**src/sv/steady_state_kalman_update_unit_assert.svh**
```systemverilog
// ----------------------------------------------------------------------------
// Kalman update unit assertion macros
// Shared property forms for the update unit checks.
// ----------------------------------------------------------------------------
`ifndef STEADY_STATE_KALMAN_UPDATE_UNIT_ASSERT_SVH
`define STEADY_STATE_KALMAN_UPDATE_UNIT_ASSERT_SVH

// same-cycle implication
`define SSKU_ASSERT_IMPL(label, ante, cons, msg) \
  label: assert property (@(posedge clk) disable iff (!rst_n) (ante) |-> (cons)) \
    else $error(msg);

// next-cycle implication
`define SSKU_ASSERT_NEXT(label, ante, cons, msg) \
  label: assert property (@(posedge clk) disable iff (!rst_n) (ante) |=> (cons)) \
    else $error(msg);

`endif

```
**src/sv/ssku_pkg.sv**
```systemverilog
// ----------------------------------------------------------------------------
// Kalman update unit package
// Types, constants and helpers shared by the update unit modules.
// ----------------------------------------------------------------------------
`timescale 1ns / 1ps
`default_nettype none
package ssku_pkg;

  localparam int STATE_COUNT   = 15;
  localparam int MEASURE_COUNT = 12;
  localparam int COMMAND_COUNT = 4;
  localparam int TERM_COUNT    = STATE_COUNT + COMMAND_COUNT + MEASURE_COUNT;

  localparam int COEF_B_BASE = STATE_COUNT * STATE_COUNT;
  localparam int COEF_K_BASE = COEF_B_BASE + STATE_COUNT * COMMAND_COUNT;
  localparam int COEF_DEPTH  = COEF_K_BASE + STATE_COUNT * MEASURE_COUNT;
  localparam int COEF_AW     = $clog2(COEF_DEPTH);

  localparam int OPND_W = 33;
  localparam int PROD_W = 2 * OPND_W;
  localparam int ACC_W  = 72;
  localparam int RND_W  = ACC_W - 16;
  localparam int SUM_W  = 58;

  localparam logic [30:0] GRAVITY_RESET = 31'd642908;
  localparam logic [16:0] ONE_Q16       = 17'd65536;

  localparam logic [2:0] ACT_LOAD_A   = 3'd0;
  localparam logic [2:0] ACT_LOAD_B   = 3'd1;
  localparam logic [2:0] ACT_LOAD_K   = 3'd2;
  localparam logic [2:0] ACT_LOAD_M   = 3'd3;
  localparam logic [2:0] ACT_LOAD_C   = 3'd4;
  localparam logic [2:0] ACT_UPDATE   = 3'd5;
  localparam logic [2:0] ACT_CLEAR    = 3'd6;

  localparam logic [1:0] CFG_GRAVITY  = 2'd0;
  localparam logic [1:0] CFG_MASS     = 2'd1;
  localparam logic [1:0] CFG_POLE     = 2'd2;

  localparam logic [2:0] KIND_GX4  = 3'd0;
  localparam logic [2:0] KIND_GX3  = 3'd1;
  localparam logic [2:0] KIND_MG   = 3'd2;
  localparam logic [2:0] KIND_ROW  = 3'd3;
  localparam logic [2:0] KIND_FILT = 3'd4;

  typedef struct packed {
    logic [2:0]         action;
    logic [3:0]         row;
    logic [3:0]         col;
    logic signed [31:0] value;
  } in_item_t;

  typedef struct packed {
    logic [3:0]         estimate_index;
    logic signed [31:0] estimate_value;
    logic               saturated;
    logic               last;
  } out_item_t;

  typedef struct packed {
    logic       first;
    logic       last;
    logic [2:0] kind;
    logic [3:0] idx;
  } mac_tag_t;

  // {clip, value}
  function automatic logic [32:0] sat32c(input logic signed [SUM_W-1:0] v);
    logic [32:0] r;
    if (v > $signed({{(SUM_W-32){1'b0}}, 32'h7FFF_FFFF})) begin
      r = {1'b1, 32'h7FFF_FFFF};
    end else if (v < $signed({{(SUM_W-32){1'b1}}, 32'h8000_0000})) begin
      r = {1'b1, 32'h8000_0000};
    end else begin
      r = {1'b0, v[31:0]};
    end
    return r;
  endfunction

endpackage
`default_nettype wire

```
**src/sv/ssku_mac.sv**
```systemverilog
// ----------------------------------------------------------------------------
// Shared multiply-accumulate unit
// Registered product, exact wide accumulate, round half up and saturate.
// ----------------------------------------------------------------------------
`timescale 1ns / 1ps
`default_nettype none
module ssku_mac (
  input  wire logic                            clk,
  input  wire logic                            rst_n,
  input  wire logic                            op_vld,
  input  wire ssku_pkg::mac_tag_t              op_tag,
  input  wire logic signed [ssku_pkg::OPND_W-1:0] op_a,
  input  wire logic signed [ssku_pkg::OPND_W-1:0] op_b,
  output logic                                 fin_vld,
  output ssku_pkg::mac_tag_t                   fin_tag,
  output logic signed [ssku_pkg::RND_W-1:0]    fin_round,
  output logic signed [31:0]                   fin_value,
  output logic                                 fin_clip
);
  import ssku_pkg::*;

  logic signed [PROD_W-1:0] p_r;
  logic                     p_vld_r;
  mac_tag_t                 p_tag_r;
  logic signed [ACC_W-1:0]  acc_r;
  logic                     fin_vld_r;
  mac_tag_t                 fin_tag_r;
  logic signed [ACC_W-1:0]  acc_base;
  logic signed [ACC_W-1:0]  acc_rnd;
  logic [32:0]              sat;

  always_ff @(posedge clk) begin
    if (!rst_n) begin
      p_vld_r   <= 1'b0;
      fin_vld_r <= 1'b0;
    end else begin
      p_vld_r   <= op_vld;
      fin_vld_r <= p_vld_r & p_tag_r.last;
    end
    p_r <= op_a * op_b;
    if (op_vld) begin
      p_tag_r <= op_tag;
    end
    if (p_vld_r) begin
      acc_r     <= acc_base + ACC_W'(p_r);
      fin_tag_r <= p_tag_r;
    end
  end

  always_comb begin
    acc_base  = p_tag_r.first ? '0 : acc_r;
    acc_rnd   = acc_r + ACC_W'(32768);
    fin_round = acc_rnd[ACC_W-1:16];
    sat       = sat32c(SUM_W'(fin_round));
    fin_value = sat[31:0];
    fin_clip  = sat[32];
  end

  assign fin_vld = fin_vld_r;
  assign fin_tag = fin_tag_r;

endmodule
`default_nettype wire

```
**config.mk**
```make
export PLATFORM = sky130hd
export DESIGN_NAME = ssku_mac
export DESIGN_NICKNAME = d
export VERILOG_FILES = /design/src/sv/steady_state_kalman_update_unit_assert.svh /design/src/sv/ssku_pkg.sv /design/src/sv/ssku_mac.sv
export SDC_FILE = /design/constraint.sdc
export NUM_CORES = 2
export LEC_CHECK = 0
export BUFFER_PORTS_ARGS = -buffer_cell sky130_fd_sc_hd__buf_2
export CAP_MARGIN = 20
export CORE_AREA = 2 2 298 300
export CTS_BUF_LIST = sky130_fd_sc_hd__clkbuf_8 sky130_fd_sc_hd__clkbuf_16
export CTS_CLUSTER_SIZE = 28
export DETAILED_ROUTE_END_ITERATION = 12
export DIE_AREA = 0 0 300 302
export PLACE_DENSITY_LB_ADDON = 0.12
export SLEW_MARGIN = 20
export SYNTH_ARGS = -nofsm -noshare
export SYNTH_HDL_FRONTEND = slang
export SYNTH_SLANG_ARGS = --single-unit
```
**constraint.sdc**
```tcl
create_clock -name clk -period 19.3 [get_ports clk]
set_input_delay 3.86 -clock clk [delete_from_list [all_inputs] [get_ports clk]]
set_output_delay 3.86 -clock clk [all_outputs]
set_load 0.05 [all_outputs]
```
==> results.ini <==
[outcome]
status = finished clean

[clock_network]
cell_at_the_root_of_the_clock_tree = clkbuf_16
cts-buffers-inserted = 17
tritoncts_clock_tree = done
hold_bufs_at_cts = 0
clk_path_buf_depth = 2
post_cts.repair.setup_buffers = 0
clock_sinks = 158
clk_latency_ns = 0.44
clock_pin_slew_worst_setup_and_hold_paths_ns = 0.08
cts-htree-levels = 4
cts_resized = 0

[global_routing]
maximum_number_of_pins_on_one_net_before_global_route_repair = 58
antenna_found_initial = 3
globalRouteTotalUtil_pct = 30.0
vias_in_the_first_global_route = 37700
first_pass_grt_wire_length_um = 211000
remaining_global_route_overflow = 0

[setup_path]
critPathLaunchType = primary input
regToRegSetupSlack_ns = 14.53
cp_common_cell = fa_1
setup.worst_path.class = primary input to flip-flop
worst-r2r-cell-count = 14
worst_ep_arrival_time_ns = 12.54
r2r_end = acc_r[64]
cp_max_fo = 33
regToRegStartpoint = p_tag_r[8]
worstSetupEndpointType = flip-flop
timing.critical_path.required_ns = 19.66
crit_path_max_incr_delay_ns = 0.78
slowest_stage = fa_2

[worst_hold_path]
worst_hold_path.num_cells = 0
timing.hold.worst.start = p_tag_r[0]
min_delay_worst_endpoint = fin_tag[0]
worstHoldPathType = flip-flop to flip-flop

[finish]
post_route_cells_drive_above_1_share_pct = 4.75
syn_to_final_growth_pct = 4.20
final_net_count = 6824
num-fill-cells = 7928

[synthesis]
avgSynthCellArea_um2 = 9.21
ys.flop_type = edfxtp_1
synth_fp_nets = 6868
postSynthRegisterBits = 158
synth_seq_area_share_pct = 8.24
synth_cell_type_count = 77
yosys_warnings = 0
synth_async_sr_flop_share_pct = 0
post-synth-top-area-fraction_pct = 46.5
syn_inst = 5355
post-synth-top-count-cell = inv_1
synth_area_leader_cell = fa_1
synth-edff-count = 90
ys_top_cells_by_area = fa_1 47%, inv_1 9.2%, ha_1 7.3%, and2_1 7.1%, edfxtp_1 5.5%
post_synth_most_frequent_cells = 1207 x inv_1, 1146 x fa_1, 627 x nand2_1
synth.cell_area_mm2 = 0.0493

[drt]
detail_route.iter0.violations = 2500
routed_via_density = 5.47
wl_per_cell_um = 20.1
detailed_routing_iterations_pass_1 = 5
via_count = 35500
ant_nets = 0
drc_errors = 0
routed_wirelength_um = 131000

[die]
initial_core_util_pct = 56.3
horiz_die_dim_um = 300
die-area_mm2 = 0.0906
rows = 109
core-area_mm2 = 0.0876
io_pins = 177
die_y_um = 302

[timing]
rsz0062_at_grt = false
fin_setup_tns_ns = 0
timing.final.crit_share_pct = 63.1
timing.final.crit_period_ns = 12.18
hold-worst-slack_ns = 0.423
report.final.slew_viol_count = 0
finalClockSkew_ns = 0.0149
fmaxAchievable_mhz = 82.1
report.final.setup_viol = 0
worst-slew-pin-transition_ns = 0.960
relSlewSlack_pct = 36.0
final_hold_viol_count = 0

[job]
maxCapViolations = 0

[placed_design]
placement.io_buffers = 176
gp_congestion = 0.909
dp_hpwl_um = 104000

placed cells by master (no fill, tap or decap), types with 90 or more instances in the layout:
cell / instances
xnor2_1: 139
fa_1: 1145
a21oi_1: 159
nand2_1: 627
and2_1: 561
nor2_1: 118
inv_1: 1207
ha_1: 289
buf_2: 176
edfxtp_1: 90
o21ai_0: 94
kinds of logic (layout without fill, tap and decap cells):
group	count (synthesis)	count (layout)	share of synthesized area (%)
XOR/XNOR	200	200	3.55
flip-flops	158	158	8.24
multiplexers	4	4	0.0838
other	0	2	0
AND/OR/NAND/NOR	1601	1601	16.6
AO/OA/AOI/OAI	489	489	6.42
buffers and inverters	1468	1437	11.3
adder cells (fa/ha/maj)	1435	1435	53.9
worst max-delay path by stage:
stage	cells after the start	slack (ns)	to	startpoint
final	26	7.12	p_r[64]	op_a[32]
after global routing	26	6.65	p_r[64]	op_a[32]
after CTS	26	6.97	p_r[64]	op_a[32]
after detailed placement	26	6.56	p_r[64]	op_a[32]
after global placement	26	6.66	p_r[64]	op_a[32]
after floorplan	26	7.78	p_r[64]	op_a[32]
critical path, delay by kind of cell:
kind,cells,cell delay (ns)
xor gates and xnor gates,1,0.14
adders and majority gates,9,4.81
AOI/OAI and AO/OA,9,2.01
and+or+nand+nor,1,0.19
buffers and inverters,6,1.48
layout make-up:
cell class | count | area, µm² | share of cell area (%)
flip-flops and latches | 158 | 4070 | 7.92
repair buffers | 197 | 1040 | 2.02
multi-input cells | 3729 | 39700 | 77.3
clock buffers | 17 | 425 | 0.828
diodes | 2 | 5.00 | 0.00974
clock inverters | 15 | 155 | 0.302
inverters | 1208 | 4530 | 8.83
well taps | 1165 | 1460 | 2.84
registers in the layout, indices dropped and copies added (netlist names):
register	count
fin_tag	9
p_tag_r	9
acc_r	72
fin_vld	1
p_r	66
p_vld_r	1
metrics by stage:
step | setup WS (ns) | utilization, % | instance area (µm²) | instances
after floorplan | 7.78 | - | 49300 | 5355
after global placement | 6.66 | 58.0 | 50800 | 6457
after detailed placement | 6.56 | 58.0 | 50800 | 6457
after CTS | 6.97 | 58.7 | 51400 | 6489
after global routing | 6.65 | 58.7 | 51400 | 6489
final | 7.12 | 58.7 | 51400 | 6491
layer usage:
| metal | global-route usage (%) | vias up | routed length, µm |
|---|---|---|---|
| li1 | - | 15900 | - |
| met3 | 6.77 | 150 | 12100 |
| met5 | 0 | - | 0 |
| met2 | 45.3 | 1358 | 56200 |
| met1 | 44.8 | 18200 | 59900 |
| met4 | 5.85 | 0 | 2270 |
Power is left out: the tool's default activity adds up to more than one toggle a clock period on the data nets, which glitch-free logic cannot reach.
