===== config.mk =====
export PLATFORM = sky130hd
export DESIGN_NAME = ssku_ram
export DESIGN_NICKNAME = d
export VERILOG_FILES = /design/src/sv/steady_state_kalman_update_unit_assert.svh /design/src/sv/ssku_ram.sv
export SDC_FILE = /design/constraint.sdc
export NUM_CORES = 1
export LEC_CHECK = 0
export BUFFER_PORTS_ARGS = -buffer_cell sky130_fd_sc_hd__buf_2
export CAP_MARGIN = 10
export CORE_MARGIN = 2
export CORE_UTILIZATION = 65
export DETAILED_ROUTE_END_ITERATION = 7
export GPL_TIMING_DRIVEN = 1
export HOLD_SLACK_MARGIN = 0.02
export PLACE_DENSITY = 0.81
export SYNTH_ARGS = -nofsm -noshare
export SYNTH_HDL_FRONTEND = slang
export SYNTH_SLANG_ARGS = --single-unit

===== constraint.sdc =====
create_clock -name clk -period 7.4 [get_ports clk]
set_input_delay 0.37 -clock clk [delete_from_list [all_inputs] [get_ports clk]]
set_output_delay 0.37 -clock clk [all_outputs]
set_load 0.01 [all_outputs]

===== src/sv/steady_state_kalman_update_unit_assert.svh =====
// ----------------------------------------------------------------------------
// Kalman update unit assertion macros
// Shared property forms for the update unit checks.
// ----------------------------------------------------------------------------
`ifndef STEADY_STATE_KALMAN_UPDATE_UNIT_ASSERT_SVH
`define STEADY_STATE_KALMAN_UPDATE_UNIT_ASSERT_SVH

// same-cycle implication
`define SSKU_ASSERT_IMPL(label, ante, cons, msg) \
  label: assert property (@(posedge clk) disable iff (!rst_n) (ante) |-> (cons)) \
    else $error(msg);

// next-cycle implication
`define SSKU_ASSERT_NEXT(label, ante, cons, msg) \
  label: assert property (@(posedge clk) disable iff (!rst_n) (ante) |=> (cons)) \
    else $error(msg);

`endif


===== src/sv/ssku_ram.sv =====
// ----------------------------------------------------------------------------
// Generic RAM
// One write port, one read port with registered read data.
// ----------------------------------------------------------------------------
`timescale 1ns / 1ps
`default_nettype none
module ssku_ram #(
  parameter int WIDTH = 32,
  parameter int DEPTH = 16
) (
  input  wire logic                     clk,
  input  wire logic                     we,
  input  wire logic [$clog2(DEPTH)-1:0] waddr,
  input  wire logic [WIDTH-1:0]         wdata,
  input  wire logic [$clog2(DEPTH)-1:0] raddr,
  output logic      [WIDTH-1:0]         rdata
);

  logic [WIDTH-1:0] mem [DEPTH];

  always_ff @(posedge clk) begin
    if (we) begin
      mem[waddr] <= wdata;
    end
    rdata <= mem[raddr];
  end

endmodule
`default_nettype wire


==> results of run 1 <==
-- metal layers --
metal	wire length [um]	share of wire [%]
met5	13	0.030
met1	15160	35
met2	23660	54
met4	1363	3.1
met3	3694	8.4
-- layout make-up --
| type | count | area (sq um) |
|---|---|---|
| Antenna cell | 1 | 2.502 |
| Clock buffer | 66 | 1405 |
| Multi-Input combinational cell | 251 | 3750 |
| Timing Repair Buffer | 95 | 541.8 |
| Tap cell | 390 | 488.0 |
| Fill cell | 1489 | 7388 |
| Clock inverter | 28 | 284.0 |
| Sequential cell | 544 | 16020 |
-- synthesized netlist by cell type --
cell type and number:
nand2b_1 2, dfxtp_1 32, nand3_1 1, buf_6 2, edfxtp_1 512, mux4_2 128
nand2_1 33, or3b_2 1, a22oi_1 64, and2_1 1, nor2_1 13, buf_2 4
buf_4 11, nor2b_1 2, clkbuf_1 17, buf_1 9, nor3_1 4, nand3b_1 2
-- power breakdown --
part | switching [uW] | internal, uW
logic | 184 | 121
clock network | 1070 | 1540
registers | 26.1 | 3440
total | 1280 | 5110
-- state kept, by name (all words and copies together) (netlist names) --
signal / count
mem: 512
rdata: 32
-- logic make-up after synthesis --
| kind of cell | Yosys count | synth area share (%) |
|---|---|---|
| flip-flops | 544 | 80.67 |
| multiplexers | 128 | 14.52 |
| AO/OA/AOI/OAI | 64 | 2.420 |
| AND/OR/NAND/NOR | 59 | 1.273 |
| buffers and inverters | 43 | 1.122 |
-- worst max-delay path by stage --
stage	from	end	cells past startpoint
floorplan	waddr[2]	mem[0][0]	2
global placement	raddr[0]	rdata[0]	5
detailed placement	raddr[0]	rdata[26]	5
CTS	raddr[0]	rdata[5]	5
global route	raddr[0]	rdata[31]	5
finish	raddr[0]	rdata[5]	5
-- through the flow --
stage / total power, uW / setup slack (ns) / instance area [sq um]
6_report: 6387 / 4.766 / 22490
5_1_grt: 6543 / 4.498 / 22490
4_1_cts: 6414 / 4.682 / 22480
3_5_place_dp: 3830 / 4.142 / 20790
3_3_place_gp: 3815 / 4.191 / 20790
2_1_floorplan: 3701 / 3.850 / 19850
==> flow_summary.yaml, run 1 <==
grt:
  grt_use_total_pct: 28.74
  grtUsageMet2_pct: 50.92
  grt_util_met1_pct: 36.69
  grt_overflow_total: 0
  globalRouteMet3Util_pct: 4.220
  antenna_found_initial: 2
  grt_pass1_wl_um: 63730
  grt_pass1_vias: 9764
  grt_max_degree: 81
  busiest_layer: "met2"
clocking:
  clkLatencyLatePin_ns: 0.55
  cts_htree_levels: 2
  post_cts.repair.setup_buffers: 0
  ctsResizeCount: 0
  cts_tree: "built"
  clock_path_buffers: 3
  cts_num_sinks: 544
  path_clk_slew_ns: 0.07
  cts_inserted_buffers: 51
  cts_hold_buf: 0
  clockRootBuffer: "clkbuf_16"
timing:
  setup_violations: 0
  rsz0062_at_grt: "no"
  hold_viol_final: 0
  final-max-slew-violation-count: 0
  min_period_over_period_pct: 35.59
  max_slew_margin_pct: 22.11
  setup_tns_ns: 0
  hold_slack_ns: 0.1831
  final.min_clock_period_ns: 2.634
  fmaxAchievable_mhz: 379.7
  worst_pin_slew_ns: 1.168
  fin_skew_ns: 0.01536
setup_path:
  rr_worst_depth: 3
  worstSetupStartpointType: "input pin"
  r2r_setup_slack_ns: 5.97
  reg2reg_to: "rdata[19]"
  arrival_ns: 3.07
  critPathCaptureType: "flop"
  cp_cell_sequence: "clkbuf_8 > buf_4 > mux4_2 > a22oi_1 > nand2_1"
  cp.required_ns: 7.84
  critPathKind: "input pin to flop"
  cp_slowest_cell: "buf_4"
  cp_top_family: "buffers and inverters"
  crit_fanout: 76
  crit_buf_inv: 2
  critPathMaxStageDelay_ns: 0.93
  reg2reg_from: "mem[12][19]"
placement:
  dp_hpwl_um: 20040
  port_buffers: 73
  place_congestion: 0.6981
  placedCellCount: 1280
routing:
  routed_wl_um: 43890
  dr.pass1.iters: 5
  vias: 9329
  post_drt_wl_per_cell_um: 31.92
  drtAntennaViolNets: 0
  vias_per_cell: 6.785
  drtIter0Drc: 1162
  drcViolationCount: 0
status:
  status: "finished clean"
finish:
  most-common-layout-cells: "edfxtp_1 (512), mux4_2 (128), buf_2 (71)"
  fin_util_pct: 75.27
  drive_gt1_share_pct: 32.11
  layout.cells.non_filler: 1375
  final_common_cell: "edfxtp_1"
  layout.nets: 985
  area_growth_syn_to_layout_pct: 13.26
synth:
  synth_top_cell_by_area: "edfxtp_1"
  yosysWarnings: 0
  synth_area_leaders: "edfxtp_1 (77%), mux4_2 (15%), dfxtp_1 (3.2%)"
  postSynthAreaPerCell_sq_um: 23.69
  syn_area_sq_mm: 0.01985
  ys_seq_area_share_pct: 80.67
  synth_top_area_share_pct: 77.44
  synth_seq_cells: 544
  ys_types: 18
  syn_inst: 838
  syn_nets: 880
flow_run:
  maxCapViolCount: 0
power_and_ir_drop:
  powerDensity_mw_per_mm2: 284.0
  ir_drop_v: 0.0002074
  leakage_uw: 0.007264
hold_path:
  hold_end: "mem[11][10]"
  hold_path_depth: 1
  hp-start: "wdata[10]"
  holdCritPathClass: "input pin to flop"
floorplanning:
  core_area_sq_mm: 0.02987
  die_h_um: 178.8
  die_w_um: 178.8
  die_area_sq_mm: 0.03196
  ios: 74
  num_rows: 63
  initial_core_util_pct: 66.46
(Power assumes the default switching activity.)
==> inputs of run 2 (changes only) <==
- CORE_UTILIZATION: 65 -> 55
- PLACE_DENSITY: 0.81 -> 0.73
- clock period: 7.4 -> 2.4 ns (I/O delays scaled with it)
==> flow_summary.yaml, run 2 (synthesized netlist as in run 1, its figures left out) <==
clocking:
  cts_inserted_buffers: 53
  cts_hold_buf: 32
  post_cts.repair.setup_buffers: 0
  cts_tree: "built"
  path_clk_slew_ns: 0.06
  clock_path_buffers: 3
  cts_htree_levels: 2
  cts_num_sinks: 544
  clockRootBuffer: "clkbuf_16"
  clkLatencyLatePin_ns: 0.59
  ctsResizeCount: 0
finish:
  fin_util_pct: 65.46
  layout.nets: 1044
  most-common-layout-cells: "edfxtp_1 (512), mux4_2 (128), buf_2 (71)"
  largest_register_ff_count: 512
  design_area_sq_mm: 0.02328
  largestRegisters: "mem (512), rdata (32)"
  top_register: "mem"
  area_growth_syn_to_layout_pct: 17.27
  layout.cells.non_filler: 1507
  drive_gt1_share_pct: 32.66
  final_common_cell: "edfxtp_1"
routing:
  routed_wl_um: 40920
  drtAntennaViolNets: 0
  drcViolationCount: 0
  vias: 9261
  drtIter0Drc: 990
  dr.pass1.iters: 5
  vias_per_cell: 6.145
  post_drt_wl_per_cell_um: 27.15
placement:
  port_buffers: 73
  dpl-instance-area_sq_mm: 0.02127
  pre_cts_ws_ns: 0.4760
  dp_hpwl_um: 22810
  place_congestion: 0.7278
  placedCellCount: 1376
timing:
  min_period_over_period_pct: 60.81
  max_slew_margin_pct: 35.11
  worst_pin_slew_ns: 0.9733
  setup_violations: 0
  setup_ws_ns: 0.9406
  hold_viol_final: 0
  final-max-slew-violation-count: 0
  final.min_clock_period_ns: 1.459
  fmaxAchievable_mhz: 685.2
  rsz0062_at_grt: "no"
  fin_skew_ns: 0.03519
setup_path:
  critPathKind: "flop to flop"
  crit_fanout: 1
  arrival_ns: 1.88
  critPathCaptureType: "flop"
  crit_buf_inv: 0
  cp.required_ns: 2.82
  cp_cell_sequence: "mux4_2 > a22oi_1 > nand2_1"
  worstSetupStartpointType: "flop"
  critPathMaxStageDelay_ns: 0.46
  cp_slowest_cell: "mux4_2"
  cp_top_family: "multiplexers"
floorplanning:
  die_area_sq_mm: 0.03763
  initial_core_util_pct: 55.82
  num_rows: 69
  core_area_sq_mm: 0.03557
  die_w_um: 194.0
  die_h_um: 194.0
  ios: 74
grt:
  grt_use_total_pct: 22.20
  grt_overflow_total: 0
  grt_pass1_vias: 9537
  grt_pass1_wl_um: 61270
  grt_max_degree: 49
  antenna_found_initial: 1
power_and_ir_drop:
  ir_drop_v: 0.0006368
  powerDensity_mw_per_mm2: 843.8
  total_power_uw: 19650
  leakage_uw: 0.007584
flow_run:
  maxCapViolCount: 0
status:
  status: "finished clean"
hold_path:
  holdCritPathClass: "input pin to flop"
## run 2: metal layers
metal | wire (um) | GRT usage [%] | vias to the layer above
met1 | 17010 | 32.76 | 4877
li1 | - | - | 3916
met5 | 0 | 0 | -
met2 | 19670 | 34.88 | 414
met3 | 3634 | 4.644 | 54
met4 | 606 | 5.163 | 0
## run 2: area by class of cell
cell class	instances	area (sq um)
fillers	2266	12290
well taps	461	576.8
repair buffers	152	1225
flip-flops and latches	544	16020
clock inverters	28	280.3
clock buffers	69	1406
multi-input cells	251	3775
diodes	2	5.005
## run 2: final timing paths
path / start / end / slack [ns] / cells after the start
worst min-delay path: raddr[3] / rdata[19] / 0.14 / 4
worst min register to register: mem[15][10] / rdata[10] / 0.65 / 3
worst max-delay path: mem[1][17] / rdata[17] / 0.94 / 3
worst max register to register: mem[1][17] / rdata[17] / 0.94 / 3
## run 2: stage by stage
| step | TNS, ns | hold slack (ns) |
|---|---|---|
| after floorplan | -2.691 | 0.2189 |
| after global placement | 0 | 0.4917 |
| after detailed placement | 0 | 0.4929 |
| after CTS | 0 | 0.1072 |
| after global routing | 0 | 0.1549 |
| final | 0 | 0.1430 |
## run 2: where the power goes
group          switching, uW  internal, uW
sequential              72.8         10600
combinational            573           442
clock                   3370          4570
## run 2: worst register-to-register path, cell delays in order (launching register included)
cell and delay [ns]:
edfxtp_1 0.39, mux4_2 0.46, a22oi_1 0.27, nand2_1 0.17
==> inputs of run 3 (changes only) <==
- ABC_AREA: default -> 1
- CORE_UTILIZATION: 55 -> 62
- PLACE_DENSITY: 0.73 -> 0.78
- clock period: 2.4 -> 1.4 ns (I/O delays scaled with it)
==> flow_summary.yaml, run 3 <==
status:
  status: "finished clean"
grt:
  grt_use_total_pct: 28.64
  grt_overflow_total: 0
  grt_pass1_wl_um: 83360
  grt_pass1_vias: 15390
  grt_max_degree: 107
  antenna_found_initial: 1
finish:
  fill_cells: 2267
  largest_register_ff_count: 512
  largestRegisters: "mem (512), rdata (32)"
  most-common-layout-cells: "nand2_1 (677), edfxtp_1 (512), inv_1 (387)"
  final_common_cell: "nand2_1"
  multi_input_area_sq_mm: 0.004667
  layout.nets: 2289
  area_growth_syn_to_layout_pct: 15.61
  drive_gt1_share_pct: 10.18
  register_area_sq_mm: 0.01602
  insertedDiodeCount: 0
  top_register: "mem"
  design_area_sq_mm: 0.02628
timing:
  worst_pin_slew_ns: 0.5285
  hold_viol_final: 0
  fmaxAchievable_mhz: 809.5
  min_period_over_period_pct: 88.24
  max_slew_margin_pct: 64.76
  hold_slack_ns: 0.06164
  setup_violations: 0
  setup_ws_ns: 0.1646
  setup_tns_ns: 0
  rsz0062_at_grt: "no"
  fin_skew_ns: 0.007346
  final.min_clock_period_ns: 1.235
  final-max-slew-violation-count: 0
setup_path:
  r2r_setup_slack_ns: 0.16
  cp.required_ns: 1.83
  arrival_ns: 1.67
  rr_worst_depth: 6
  critPathKind: "flop to flop"
  worstSetupStartpointType: "flop"
  crit_fanout: 1
  critPathCaptureType: "flop"
clocking:
  cts_htree_levels: 2
  post_cts.repair.setup_buffers: 0
  path_clk_slew_ns: 0.06
  cts_tree: "built"
  clock_path_buffers: 3
  clockRootBuffer: "clkbuf_16"
  clkLatencyLatePin_ns: 0.59
  cts_num_sinks: 544
  cts_inserted_buffers: 52
placement:
  pre_cts_ws_ns: 0.04617
  place_congestion: 0.8410
  dpl-instance-area_sq_mm: 0.02423
  dp_hpwl_um: 30250
  port_buffers: 73
power_and_ir_drop:
  clkPwrFrac_pct: 40.8
  leakage_uw: 0.01125
  switching_share_pct: 21.56
  power_frac_comb_pct: 6.8
  powerDensity_mw_per_mm2: 1330
  total_power_uw: 34950
  ir_drop_v: 0.001150
  p_seq_share_pct: 52.4
  power_switching_uw: 7534
  intPower_uw: 27420
routing:
  drtAntennaViolNets: 0
  drtIter0Drc: 1670
  dr.pass1.iters: 5
  post_drt_wl_per_cell_um: 19.49
  routed_wl_um: 53730
  vias: 15363
  vias_per_cell: 5.574
  drcViolationCount: 0
synth:
  async_flop_share_pct: 0
  synth_ff_type: "edfxtp_1"
  synth_area_leaders: "edfxtp_1 (68%), nand2_1 (11%), nand3_1 (8.5%)"
  synth_seq_cells: 544
  synth_edf_count: 512
  syn_inst: 2120
  synth.most_common_cell: "nand2_1"
  postSynthAreaPerCell_sq_um: 10.72
  yosysWarnings: 0
  syn_area_sq_mm: 0.02273
  yosys-top-cells-count: "nand2_1 (677), edfxtp_1 (512), inv_1 (388)"
  synth_top_cell_by_area: "edfxtp_1"
  synth_top_area_share_pct: 67.64
  ys_types: 15
  ys_seq_area_share_pct: 70.46
  syn_nets: 2162
floorplanning:
  ios: 74
  core_area_sq_mm: 0.03635
  die_area_sq_mm: 0.03821
  num_rows: 70
  die_h_um: 195.5
  initial_core_util_pct: 62.54
  die_w_um: 195.5
hold_path:
  holdCritPathClass: "input pin to flop"
  hold_path_depth: 5
flow_run:
  maxCapViolCount: 0
run 3: layout make-up:
cell class	count	area share [%]
Timing Repair Buffer	178	6.928
Tap cell	468	2.228
Inverter	390	5.599
Clock buffer	73	5.485
Multi-Input combinational cell	1081	17.76
Sequential cell	544	60.94
Clock inverter	22	1.057
run 3: critical path: stages, from the launching register on:
cell	delay [ns]
edfxtp_1	0.37
inv_1	0.08
nand2_1	0.07
nand3_1	0.16
nand3_1	0.10
nand3_1	0.14
nand2_1	0.16
run 3: final timing paths:
kind / start / endpoint
min reg2reg: mem[6][3] / rdata[3]
max reg2reg: mem[0][11] / rdata[11]
min: raddr[2] / rdata[3]
max: mem[0][11] / rdata[11]
run 3: power by group through the flow:
stage          clock [uW]  sequential, uW  combinational [uW]
6_report            14200           18300                2390
5_1_grt             14900           18300                2600
4_1_cts             14300           18300                2380
3_5_place_dp            0           18700                2270
3_3_place_gp            0           18600                2210
2_1_floorplan           0           18700                1250
run 3: kinds of logic after synthesis:
| logic type | count (synthesis) | synth area share (%) |
|---|---|---|
| DFF | 544 | 70.46 |
| buffers and inverters | 495 | 9.539 |
| and+or+nand+nor | 1081 | 20.00 |
run 3: through the flow:
| step | instances | utilization [%] |
|---|---|---|
| finish | 2756 | 72.30 |
| CTS | 2756 | 72.30 |
| global route | 2756 | 72.30 |
| global placement | 2628 | 66.66 |
| floorplan | 2120 | - |
| detailed placement | 2628 | 66.66 |
run 3: timing repair:
| action | 4_1_cts | 5_1_grt |
|---|---|---|
| hold endpoints to repair | 522 | 0 |
| resized for setup | 0 | 0 |
| endpoints found under the setup margin | 0 | 0 |
| hold buffers | 33 | 0 |
run 3: layer usage:
metal | track usage (%) | routed length (um) | up-vias
li1 | - | - | 7097
met1 | 36.85 | 19880 | 7228
met2 | 50.04 | 27220 | 903
met3 | 3.713 | 4925 | 135
met4 | 10.94 | 1702 | 0
met5 | 0 | 0 | -
